### src/design/dfp_pkg.sv
`timescale 1ns / 1ps
// ---------------------------------------------------------------------------
// dfp_pkg
// Types and constants shared by the date-time field parser.
// ---------------------------------------------------------------------------
package dfp_pkg;

	// Stage codes carried in the result and in the parse state
	localparam logic [2:0] STG_IDLE = 3'd0;  // no digit seen yet
	localparam logic [2:0] STG_YEAR = 3'd1;  // year field in progress
	localparam logic [2:0] STG_MON  = 3'd2;  // first of the 8-bit fields
	localparam logic [2:0] STG_DAY  = 3'd3;
	localparam logic [2:0] STG_HOUR = 3'd4;
	localparam logic [2:0] STG_MIN  = 3'd5;
	localparam logic [2:0] STG_SEC  = 3'd6;  // last field
	localparam logic [2:0] STG_STOP = 3'd7;  // parsing ended

	localparam int unsigned NUM_SMALL = 5;   // month, day, hour, minute, second

	// ASCII codes
	localparam logic [7:0] CH_ZERO  = 8'h30;
	localparam logic [7:0] CH_NINE  = 8'h39;
	localparam logic [7:0] CH_DASH  = 8'h2d;
	localparam logic [7:0] CH_T     = 8'h54;
	localparam logic [7:0] CH_COLON = 8'h3a;
	localparam logic [7:0] CH_SPACE = 8'h20;

	// One input beat
	typedef struct packed {
		logic [7:0] char_in;
		logic       last;
	} char_beat_t;

	// One result beat
	typedef struct packed {
		logic [15:0] year;
		logic [7:0]  month;
		logic [7:0]  day;
		logic [7:0]  hour;
		logic [7:0]  minute;
		logic [7:0]  second;
		logic [2:0]  stage;
	} field_beat_t;

endpackage

### src/design/datetime_field_parser_unit.sv
`timescale 1ns / 1ps
// ---------------------------------------------------------------------------
// datetime_field_parser_unit
// Byte-serial parser for year-month-dayThour:minute:second values.
// ---------------------------------------------------------------------------
// Usage:
//   char channel : one byte per beat (char_beat), last marks the final byte
//                  of a value. Accepted when char_valid && !char_stall.
//   field channel: one result beat per value, with year, month, day, hour,
//                  minute, second and the stage code. Accepted when
//                  field_valid && !field_stall.
// Order: an accepted byte waits in the input register, then is applied to the
//   parse state; a last byte loads the result register and clears the state.
// Throughput: one byte per cycle while char_stall is low. The limit is the
//   parse state update (one decimal multiply-add with saturation per byte).
// Stall: non-last bytes keep flowing while a result waits. A last byte waits
//   in the input register until the result register is free, and char_stall
//   is raised while it waits.
// Reset: arst_n clears the parse state and both valid flags; the block
//   accepts bytes as soon as reset is released.
// ---------------------------------------------------------------------------
module datetime_field_parser_unit
	import dfp_pkg::*;
(
	input  logic        clk,
	input  logic        arst_n,
	input  logic        char_valid,
	output logic        char_stall,
	input  char_beat_t  char_beat,
	output logic        field_valid,
	input  logic        field_stall,
	output field_beat_t field_beat
);

	// Input register
	logic       valid_s1;
	char_beat_t beat_s1;

	// Parse state
	logic [2:0]  stage_q;
	logic [15:0] year_q;
	logic [7:0]  small_q [NUM_SMALL];

	// Result register
	logic        field_valid_q;
	field_beat_t field_q;

	// Next state
	logic [2:0]  stage_n;
	logic [15:0] year_n;
	logic [7:0]  small_n [NUM_SMALL];
	logic        is_digit;
	logic [3:0]  digit;
	logic [2:0]  st_eff;
	logic [2:0]  sidx;
	logic [7:0]  sep_ch;
	logic        out_free;
	logic        s1_go;
	logic        s1_fire;
	logic        in_acc;
	logic        out_load;

	// Decimal step with saturation
	function automatic logic [15:0] dec16(input logic [15:0] acc, input logic [3:0] d);
		logic [19:0] v;
		v = {1'b0, acc, 3'b000} + {3'b000, acc, 1'b0} + {16'd0, d};
		return (v > 20'hffff) ? 16'hffff : v[15:0];
	endfunction

	function automatic logic [7:0] dec8(input logic [7:0] acc, input logic [3:0] d);
		logic [11:0] v;
		v = {1'b0, acc, 3'b000} + {3'b000, acc, 1'b0} + {8'd0, d};
		return (v > 12'h0ff) ? 8'hff : v[7:0];
	endfunction

	// Separator expected after each field up to the minute
	always_comb begin
		unique case (stage_q)
			STG_YEAR, STG_MON: sep_ch = CH_DASH;
			STG_DAY:           sep_ch = CH_T;
			STG_HOUR, STG_MIN: sep_ch = CH_COLON;
			default:           sep_ch = CH_SPACE;
		endcase
	end

	// Handshake control
	assign out_free   = !field_valid_q || !field_stall;
	assign s1_go      = !beat_s1.last || out_free;
	assign s1_fire    = valid_s1 && s1_go;
	assign char_stall = valid_s1 && !s1_go;
	assign in_acc     = char_valid && !char_stall;
	assign out_load   = s1_fire && beat_s1.last;

	// Per-byte parse step
	assign is_digit = (beat_s1.char_in >= CH_ZERO) && (beat_s1.char_in <= CH_NINE);
	assign digit    = beat_s1.char_in[3:0];
	assign st_eff   = (stage_q == STG_IDLE) ? STG_YEAR : stage_q;
	assign sidx     = st_eff - STG_MON;

	always_comb begin
		stage_n = stage_q;
		year_n  = year_q;
		small_n = small_q;
		if (stage_q != STG_STOP) begin
			if (is_digit) begin
				stage_n = st_eff;
				if (st_eff == STG_YEAR) begin
					year_n = dec16(year_q, digit);
				end else begin
					small_n[sidx] = dec8(small_q[sidx], digit);
				end
			end else if (stage_q != STG_IDLE) begin
				stage_n = (beat_s1.char_in == sep_ch && stage_q != STG_SEC) ?
					stage_q + 3'd1 : STG_STOP;
			end
		end
	end

	// Input register
	always_ff @(posedge clk or negedge arst_n) begin
		if (!arst_n) begin
			valid_s1 <= 1'b0;
		end else if (in_acc) begin
			valid_s1 <= 1'b1;
		end else if (s1_fire) begin
			valid_s1 <= 1'b0;
		end
	end

	always_ff @(posedge clk) begin
		if (in_acc) begin
			beat_s1 <= char_beat;
		end
	end

	// Parse state; cleared after a last byte
	always_ff @(posedge clk or negedge arst_n) begin
		if (!arst_n) begin
			stage_q <= STG_IDLE;
			year_q  <= '0;
			for (int i = 0; i < NUM_SMALL; i++) begin
				small_q[i] <= '0;
			end
		end else if (s1_fire) begin
			if (beat_s1.last) begin
				stage_q <= STG_IDLE;
				year_q  <= '0;
				for (int i = 0; i < NUM_SMALL; i++) begin
					small_q[i] <= '0;
				end
			end else begin
				stage_q <= stage_n;
				year_q  <= year_n;
				small_q <= small_n;
			end
		end
	end

	// Result register
	always_ff @(posedge clk or negedge arst_n) begin
		if (!arst_n) begin
			field_valid_q <= 1'b0;
		end else if (out_load) begin
			field_valid_q <= 1'b1;
		end else if (!field_stall) begin
			field_valid_q <= 1'b0;
		end
	end

	always_ff @(posedge clk) begin
		if (out_load) begin
			field_q.year   <= year_n;
			field_q.month  <= small_n[0];
			field_q.day    <= small_n[1];
			field_q.hour   <= small_n[2];
			field_q.minute <= small_n[3];
			field_q.second <= small_n[4];
			field_q.stage  <= stage_n;
		end
	end

	assign field_valid = field_valid_q;
	assign field_beat  = field_q;

	// Checks
	a_clear_after_last: assert property (@(posedge clk) disable iff (!arst_n)
		out_load |=> (stage_q == STG_IDLE) && (year_q == 16'd0))
		else $error("parse state not cleared after last byte");

	a_stop_sticky: assert property (@(posedge clk) disable iff (!arst_n)
		(s1_fire && !beat_s1.last && stage_q == STG_STOP) |=> (stage_q == STG_STOP))
		else $error("stopped parse resumed");

	a_stall_cause: assert property (@(posedge clk) disable iff (!arst_n)
		char_stall |-> (valid_s1 && beat_s1.last && field_valid_q && field_stall))
		else $error("input stalled without a blocked result");

	a_result_source: assert property (@(posedge clk) disable iff (!arst_n)
		$rose(field_valid) |-> $past(out_load))
		else $error("result appeared without a last byte");

endmodule
### config.mk
export PLATFORM = sky130hd
export DESIGN_NAME = datetime_field_parser_unit
export DESIGN_NICKNAME = d
export VERILOG_FILES = /design/src/design/dfp_pkg.sv /design/src/design/datetime_field_parser_unit.sv
export SDC_FILE = /design/constraint.sdc
export NUM_CORES = 1
export LEC_CHECK = 0
export BUFFER_PORTS_ARGS = -buffer_cell sky130_fd_sc_hd__buf_4
export CAP_MARGIN = 20
export CORE_ASPECT_RATIO = 0.75
export CORE_UTILIZATION = 40
export DETAILED_ROUTE_END_ITERATION = 6
export PLACE_DENSITY_LB_ADDON = 0.25
export SKIP_LAST_GASP = 1
export SLEW_MARGIN = 20
export SYNTH_ARGS = -nofsm -noshare
export SYNTH_HDL_FRONTEND = slang
export SYNTH_SLANG_ARGS = --single-unit
### constraint.sdc
create_clock -name clk -period 5.05 [get_ports clk]
set_input_delay 0.7575 -clock clk [delete_from_list [all_inputs] [get_ports clk]]
set_output_delay 0.7575 -clock clk [all_outputs]
set_load 0.02 [all_outputs]
### Word-level counts from Yosys, hierarchy flattened

Cells that the tools add are included.

* register bits: 129
* latch bits: 0
* memory bits (writable): 0
* memory bits (read-only): 0
* input port bits: 13
* output and inout port bits: 61
* logic and storage cells: 87
* memories: 0

* add/sub/neg operators: 6
* multipliers: 0
* div/mod/pow operators: 0
* $lt $le $gt $ge: 6
* equal/unequal tests: 10
* shifts and indexed selects: 0
* multiplexer cells: 27
* bitwise gates (word level): 1
* reductions and logical operators: 19

Operators with widths (count)
* 2-to-1 mux 40 bit: 4
* 2-to-1 mux 16 bit: 5
* bitwise mux 40 bit: 1
* 2-to-1 mux 8 bit: 4
* binary-select mux 8 bit (select 3 bit): 1
* demux 8 bit (select 3 bit): 1
* case mux 7 bit (3 select lines): 1
* adder 19 x 17 -> 20 bit: 1
* adder 20 x 4 -> 20 bit: 1
* > comparator 20 x 16 -> 1 bit (second input constant): 1
* 2-to-1 mux 3 bit: 6
* adder 11 x 9 -> 12 bit: 1
* adder 12 x 4 -> 12 bit: 1
* > comparator 12 x 8 -> 1 bit (second input constant): 1
* == test 8 bit: 1
* greater-or-equal comparator 8 x 6 -> 1 bit (second input constant): 1
* <= comparator 8 x 6 -> 1 bit (second input constant): 1
* logical AND 1 bit: 7
* == test 3 x 1 -> 1 bit (second input constant): 2
* == test 3 x 2 -> 1 bit (second input constant): 2
* == test 3 bit (second input constant): 2
* != test 3 bit (second input constant): 2
* zero test 1 bit: 5
* greater-or-equal comparator 4 bit (second input constant): 1
* 11 further kinds: 16

### Longest topological paths before layout

Gate-level depths: netlist of the first run.

* depth after elaboration: 16
* gate-level depth with buffers: 24
* mapped depth without buffers: 19

### Worst setup path before layout of the first run

No wires, ideal clock.

* path kind: register to register
* start point: reg stage_q[0]
* end point: reg field_q, in the netlist field_beat[34] (data pin)
* arrival time: 4.578 ns
* slack: 0.201 ns
* cell stages (with the launch flop): 25
* buffers on the path: 5
* clock period less this slack: 4.849 ns
* cell sequence: dfrtp_1 clkbuf_1 inv_1 ha_1 nor2b_1 buf_2 nor2_1 ha_1 buf_4 and3_1 clkbuf_1 nand2_1 o21ai_0 inv_1 fa_1 inv_1 ha_1 a21o_1 a21o_1 a21o_1 o22ai_1 o211ai_2 buf_4 nor2_1 a21oi_1

RTL lines
* from (decl): line datetime_field_parser_unit.sv:40 `logic [2:0] stage_q;`
* from (signal assigned): line datetime_field_parser_unit.sv:152 `stage_q <= stage_n;`
* to (decl): line datetime_field_parser_unit.sv:46 `field_beat_t field_q;`

==> results of run 1 <==
[area by class of cell]
class	count	area, um^2
inverters	30	113
clock buffers	19	443
fillers	1651	8850
well taps	242	303
repair buffers	96	746
clock inverters	13	158
multi-input cells	563	3580
flip-flops and latches	129	3570
[worst paths after layout]
| kind | end | cells after the start |
|---|---|---|
| worst max-delay path | field_beat[37] | 19 |
| worst min-delay path | small_q[28] | 1 |
| worst max register to register | field_beat[37] | 19 |
| worst min register to register | small_q[32] | 2 |
| max in group asynchronous | stage_q[1] | 1 |
| min in group clk | beat_s1[8] | 1 |
[state kept, by name, summed over array words and instances, names as in the netlist]
register     flops
small_q         40
year_q          16
valid_s1         1
beat_s1          9
stage_q          3
field_valid      1
field_beat      59
[where the power goes]
group | switching [mW] | internal (mW)
clock | 0.469 | 0.788
sequential | 0.0504 | 1.18
combinational | 0.676 | 0.377
[logic make-up (layout without fill, tap and decap cells)]
logic type | Yosys count | count (layout) | synth area share [%]
adder cells (fa/ha/maj) | 59 | 59 | 10.5
AND/OR/NAND/NOR | 227 | 227 | 14.3
AO/OA/AOI/OAI | 246 | 246 | 18.9
buffers and inverters | 64 | 158 | 3.55
multiplexers | 15 | 15 | 2.19
flip-flops | 129 | 129 | 48.7
XOR/XNOR | 16 | 16 | 1.91
[placed cells by master (no fill, tap or decap), drive strengths merged, types with 6 or more instances in the layout]
cell type and instances:
nor2 103, buf 96, a21oi 95, o21ai 94, edfxtp 68, nand2 67
dfrtp 61, ha 55, inv 33, clkbuf 19, a31oi 16, nand2b 13
xnor2 11, mux2 8, mux2i 7, nor3 7, nor4 7, a21o 6
nand3 6
[metrics by stage]
step,hold WS (ns),worst slack [ns],TNS [ns]
global placement,0.494,0.00572,0
finish,0.428,0.269,0
global route,0.480,-0.0119,-0.0158
CTS,0.456,-0.0407,-0.187
floorplan,0.462,0.201,0
detailed placement,0.498,-0.0492,-0.188
[what timing repair did]
action | 4_1_cts | 5_1_grt
buffers inserted | 0 | 2
resized for setup | 1 | 24
endpoints found under the setup margin | 13 | 80
[per-layer routing]
layer / routed length [um] / share of wire, % / GRT usage (%)
met1: 10200 / 53 / 36.3
met2: 7350 / 38 / 26.4
met3: 1590 / 8.2 / 5.31
met4: 136 / 0.71 / 5.23
met5: 0 / 0 / 0
==> results.md, run 1 <==
- Status: complete, no violations
- First-pass detailed-route iteration total: 5
- Initial antenna violation count: 0
- Mapped Area: 7330 um^2
- First-pass GRT wire length: slightly above 30000 um
- Root Driver: clkbuf_16
- CP peak stage delay: 0.49 ns
- Final min period: 4.78 ns
- Final global-route overflow total: 0
- Area of the die: 18900 um^2
- Asr flop ratio synth: between 40% and 50%
- Num CTS Buffers: 17
- Antenna Cells: 0
- Worst setup SP type: flop
- Routed wire per std cell: 17.7 um
- Flop-to-flop setup slack: 0.27 ns
- Post-synthesis net count: 828
- Initial DRC count: 595
- Maximum clock frequency: 209 MHz
- Syn Inst Count: between 700 and 800
- Pwr dens: a little under 400 nW/um^2
- Average cell area after synthesis: 9.69 um^2
- Reg2reg start: stage_q[1]
- # nets final: 909
- Drc violations: 0
- Layout cells sized above 1: 18.6%
- Largest net degree at the start of global routing: 62
- Largest cells by area after synthesis: edfxtp_1 28%, dfrtp_1 21%, ha_1 9.4%
- Critical path, cell by cell: inv_2, ha_1, nor2b_2, buf_4, nor2_4, mux2_2, a21oi_1, o21ai_0, inv_1, fa_1, fa_1, nor2b_1, o31a_1, nand4b_1, o22ai_1, o211ai_4, buf_12, nor2_2, a21oi_1
- Synth top area share: between 20 and 30%
- Crit path from: stage_q[1]
- Final Non-Filler Cells: 1092
- P_leak: slightly below 4 nW
- Final Power: 3.54 mW
- Critical path class: flop to flop
- I/O pin count: 74
- Final setup vio count: 0
- Vias per cell: 5.47
- Clock Skew: 0.00889 ns
- GP Congestion: 0.906
- Worst vdd ir: 0.199 mV
- Clk_lat worst skew: 0.42 ns
- Total global-route track usage: a little over a fifth
- Vias in the first global route: 5389
- Seq cells post-synth: around 130
- Finished Cell Area: just under 9000 um^2
- Synth Flop Type: edfxtp_1
- Cell family with the largest share of critical-path delay: adder cells
- Worst Path Arrival: a little under 5 ns
- Slew margin rel.: a little over two fifths
- CP Max Fanout: 14
- CTS tree: built
- CTS clock-pin slew for the worst setup and hold paths: 0.06 ns
- Rows: 42
- Sequential share of the synthesized area: 48.7%
- Die Span Y: 119 um
- Worst EP required: 5.21 ns
- Clk sinks: 129
- Routed WL: just under 20000 um
- Most common cell in the netlist: nor2_1
- Clock tree buffer depth: 2
- Starting Density: 41.3%
- Placed inst area: about 8000 um^2
- Port Buffers: 73
- Vias: 5978
- Core Footprint: between 15000 and 20000 um^2
- CP endpoint kind: flop
- Max-Cap Viols: 0
- Post-route ant nets: 0
- Synth unique cells: 60
- Largest area contributor in the netlist: edfxtp_1
- Final slew viol count: 0
- Number of H-tree levels: 4
- Hold crit path type: input pin to async pin
- Slew at the pin closest to its max-slew limit: 0.869 ns
- Top cells by count, synth: 102 x nor2_1, 95 x a21oi_1, 83 x o21ai_0, 68 x edfxtp_1, 67 x nand2_1
- Synth warnings: 0
- Final hold vios: 0
- Die X: roughly 160 um
- HPWL Detailed: 13800 um
- Area grow syn2layout: 21.7%
- EDFF count, synth: around 70
- Number of buffer and inverter stages on the critical path: 4
- Slowest cell on crit path: fa_1
- Final Util: 50.2%
- Fin crit share: 94.7%
- CTS Hold Buffers Added: 0
- Dpl cells: 1058
(Power assumes the default switching activity.)
==> inputs of run 2 (changes only) <==
Settings changed: CELL_PAD_IN_SITES_DETAIL_PLACEMENT set to 1, CELL_PAD_IN_SITES_GLOBAL_PLACEMENT set to 1.
==> results.md, run 2 (synthesized netlist as in run 1, its figures left out) <==
- Status: complete, no violations (unchanged)
- Core Footprint: 17800 um^2 (unchanged)
- Clk_lat worst skew: 0.44 ns (was 0.42 ns)
- Fin crit share: 93.3% (was 94.7%)
- Number of H-tree levels: 4 (unchanged)
- Finished Cell Area: 8940 um^2 (was 8910 um^2)
- Final Util: 50.3% (was 50.2%)
- First-pass GRT wire length: 36600 um (was 30500 um)
- Die Span Y: 119 um (unchanged)
- Final min period: 4.71 ns (was 4.78 ns)
- Most common cell after layout, fill and taps aside: buf_4 (was a21oi_1)
- Routed WL: 23200 um (was 19300 um)
- First-pass detailed-route iteration total: 5 (unchanged)
- I/O pin count: 74 (unchanged)
- Final global-route overflow total: 0 (unchanged)
- P_leak: 3.88 nW (was 3.87 nW)
- CP Max Fanout: 8 (was 14)
- # fillers: 2045 (was 1651)
- Worst EP required: 5.22 ns (was 5.21 ns)
- Critical path class: flop to flop (unchanged)
- CTS tree: built (unchanged)
- Max FFs per register: 59 (unchanged)
- Most frequent cells in the layout: 103 x buf_4, 95 x a21oi_1, 93 x nor2_1 (was 95 x a21oi_1, 94 x nor2_1, 94 x buf_4)
- Die X: 158 um (unchanged)
- Final setup margin: 0.338 ns (was 0.269 ns)
- Worst setup SP type: flop (unchanged)
- Max-Cap Viols: 0 (unchanged)
- Psw: 1.30 mW (was 1.19 mW)
- Clock Skew: 0.0124 ns (was 0.00889 ns)
- Starting Density: 41.3% (unchanged)
- Antenna Cells: 0 (unchanged)
- CTS clock-pin slew for the worst setup and hold paths: 0.06 ns (about the same)
- Critical path, cell by cell: inv_2, ha_1, nor2b_2, nor2_4, mux2_2, a21oi_1, o21ai_0, inv_1, fa_1, fa_1, nor2b_1, o31a_1, nand4b_1, o22ai_4, o211ai_4, buf_4, nor2_4, a21oi_1 (was inv_2, ha_1, nor2b_2, buf_4, nor2_4, mux2_2, a21oi_1, o21ai_0, inv_1, fa_1, fa_1, nor2b_1, o31a_1, nand4b_1, o22ai_1, o211ai_4, buf_12, nor2_2, a21oi_1)
- HPWL Detailed: 16600 um (was 13800 um)
- Vias in the first global route: 6509 (was 5389)
- Logic pwr share: 31.4% (was 29.7%)
- RSZ-0062 raised after global routing: false
- Clock tree buffer depth: 2 (unchanged)
- Root Driver: clkbuf_16 (unchanged)
- Final slew viol count: 0 (unchanged)
- Clock network power share: 34.4% (was 35.5%)
- Port Buffers: 73 (unchanged)
- Area grow syn2layout: 22.0% (was 21.7%)
- Slew margin rel.: 36.2% (was 42.0%)
- Rows: 42 (unchanged)
- CP peak stage delay: 0.49 ns (about the same)
- Post-route ant nets: 0 (unchanged)
- Drc violations: 0 (unchanged)
- Initial antenna violation count: 0 (unchanged)
- Worst vdd ir: 0.225 mV (was 0.199 mV)
- Maximum clock frequency: 212 MHz (was 209 MHz)
- Switching Fraction: 36.0% (was 33.7%)
- Slowest cell on crit path: fa_1 (unchanged)
- Total global-route track usage: 26.0% (was 21.6%)
- Pwr dens: 404 nW/um^2 (was 397 nW/um^2)
- Vias: 6293 (was 5978)
- Final hold vios: 0 (unchanged)
- Clk sinks: 129 (unchanged)
- Slew at the pin closest to its max-slew limit: 0.956 ns (was 0.869 ns)
- Initial DRC count: 399 (was 595)
- CP endpoint kind: flop (unchanged)
- # nets final: 917 (was 909)
- Area of the die: 18900 um^2 (unchanged)
- CTS Hold Buffers Added: 0 (unchanged)
- Register share of total power: 34.2% (was 34.8%)
- Routed wire per std cell: 21.1 um (was 17.7 um)
- Largest net degree at the start of global routing: 62 (unchanged)
- GP Congestion: 0.898 (was 0.906)
- Num CTS Buffers: 17 (unchanged)
- Placed inst area: 8230 um^2 (was 8200 um^2)
- Internal: 2.31 mW (was 2.35 mW)
- Vias per cell: 5.72 (was 5.47)
- Setup Slack @ Placement: -0.0464 ns (was -0.0492 ns)
- Worst Path Arrival: 4.89 ns (was 4.94 ns)
- Layout cells sized above 1: 19.8% (was 18.6%)
- Hold crit path type: input pin to async pin (unchanged)
- Final setup vio count: 0 (unchanged)
==> run 2: layout make-up <==
class,count,area (um^2),area share (%)
tap,242,303,3.39
clock buffer,17,425,4.76
clock inverter,15,156,1.75
timing repair buffer,103,773,8.65
multi-input combinational,564,3600,40.3
inverter,30,113,1.26
sequential,129,3570,39.9
==> run 2: what timing repair did <==
action | CTS | global route
cloned | 0 | 1
resized for setup | 1 | 23
hold endpoints to repair | 0 | 0
setup buffers | 0 | 4
setup endpoints to repair | 31 | 80
pin swaps | 0 | 1
==> run 2: worst max-delay path: cells and delay by family, from the launching register on <==
family	cells	cell delay, ns
AOI/OAI and AO/OA	6	1.18
adders and majority gates	3	1.14
buffers and inverters	3	0.40
DFF	1	0.42
muxes	1	0.37
and+or+nand+nor	5	0.93
==> run 2: metrics by stage <==
step | cells | setup TNS [ns] | hold slack (ns) | total power [mW]
floorplan | 756 | 0 | 0.462 | 1.87
global placement | 1063 | 0 | 0.481 | 2.20
detailed placement | 1063 | -0.478 | 0.505 | 2.24
CTS | 1095 | -1.39 | 0.463 | 3.49
global route | 1100 | 0 | 0.483 | 3.76
finish | 1100 | 0 | 0.451 | 3.61
==> run 2: routing by layer <==
layer  GRT usage, %  part of all wire, %  vias up
met5              0                    0        -
met4           8.29                  1.2        0
met3           6.48                  6.7       26
met2           37.0                   44      203
met1           38.3                   48     3148
li1               -                    -     2916
==> run 2: path summary, 6_finish.rpt <==
path / from / end / slack [ns] / depth (start not counted)
setup / recovery: stage_q[1] / field_beat[15] / 0.34 / 18
hold reg to reg: small_q[28] / small_q[28] / 0.52 / 2
min in group clk: char_beat[5] / beat_s1[5] / 0.50 / 1
setup reg to reg: stage_q[1] / field_beat[15] / 0.34 / 18
max in group asynchronous: arst_n / stage_q[1] / 3.96 / 1
hold / removal: arst_n / small_q[35] / 0.45 / 1
==> run 2: power groups by stage <==
stage	logic (mW)	clock network, mW	registers [mW]
CTS	1.00	1.26	1.23
global placement	0.948	0	1.25
finish	1.13	1.24	1.23
detailed placement	0.990	0	1.25
global route	1.22	1.31	1.24
floorplan	0.593	0	1.27
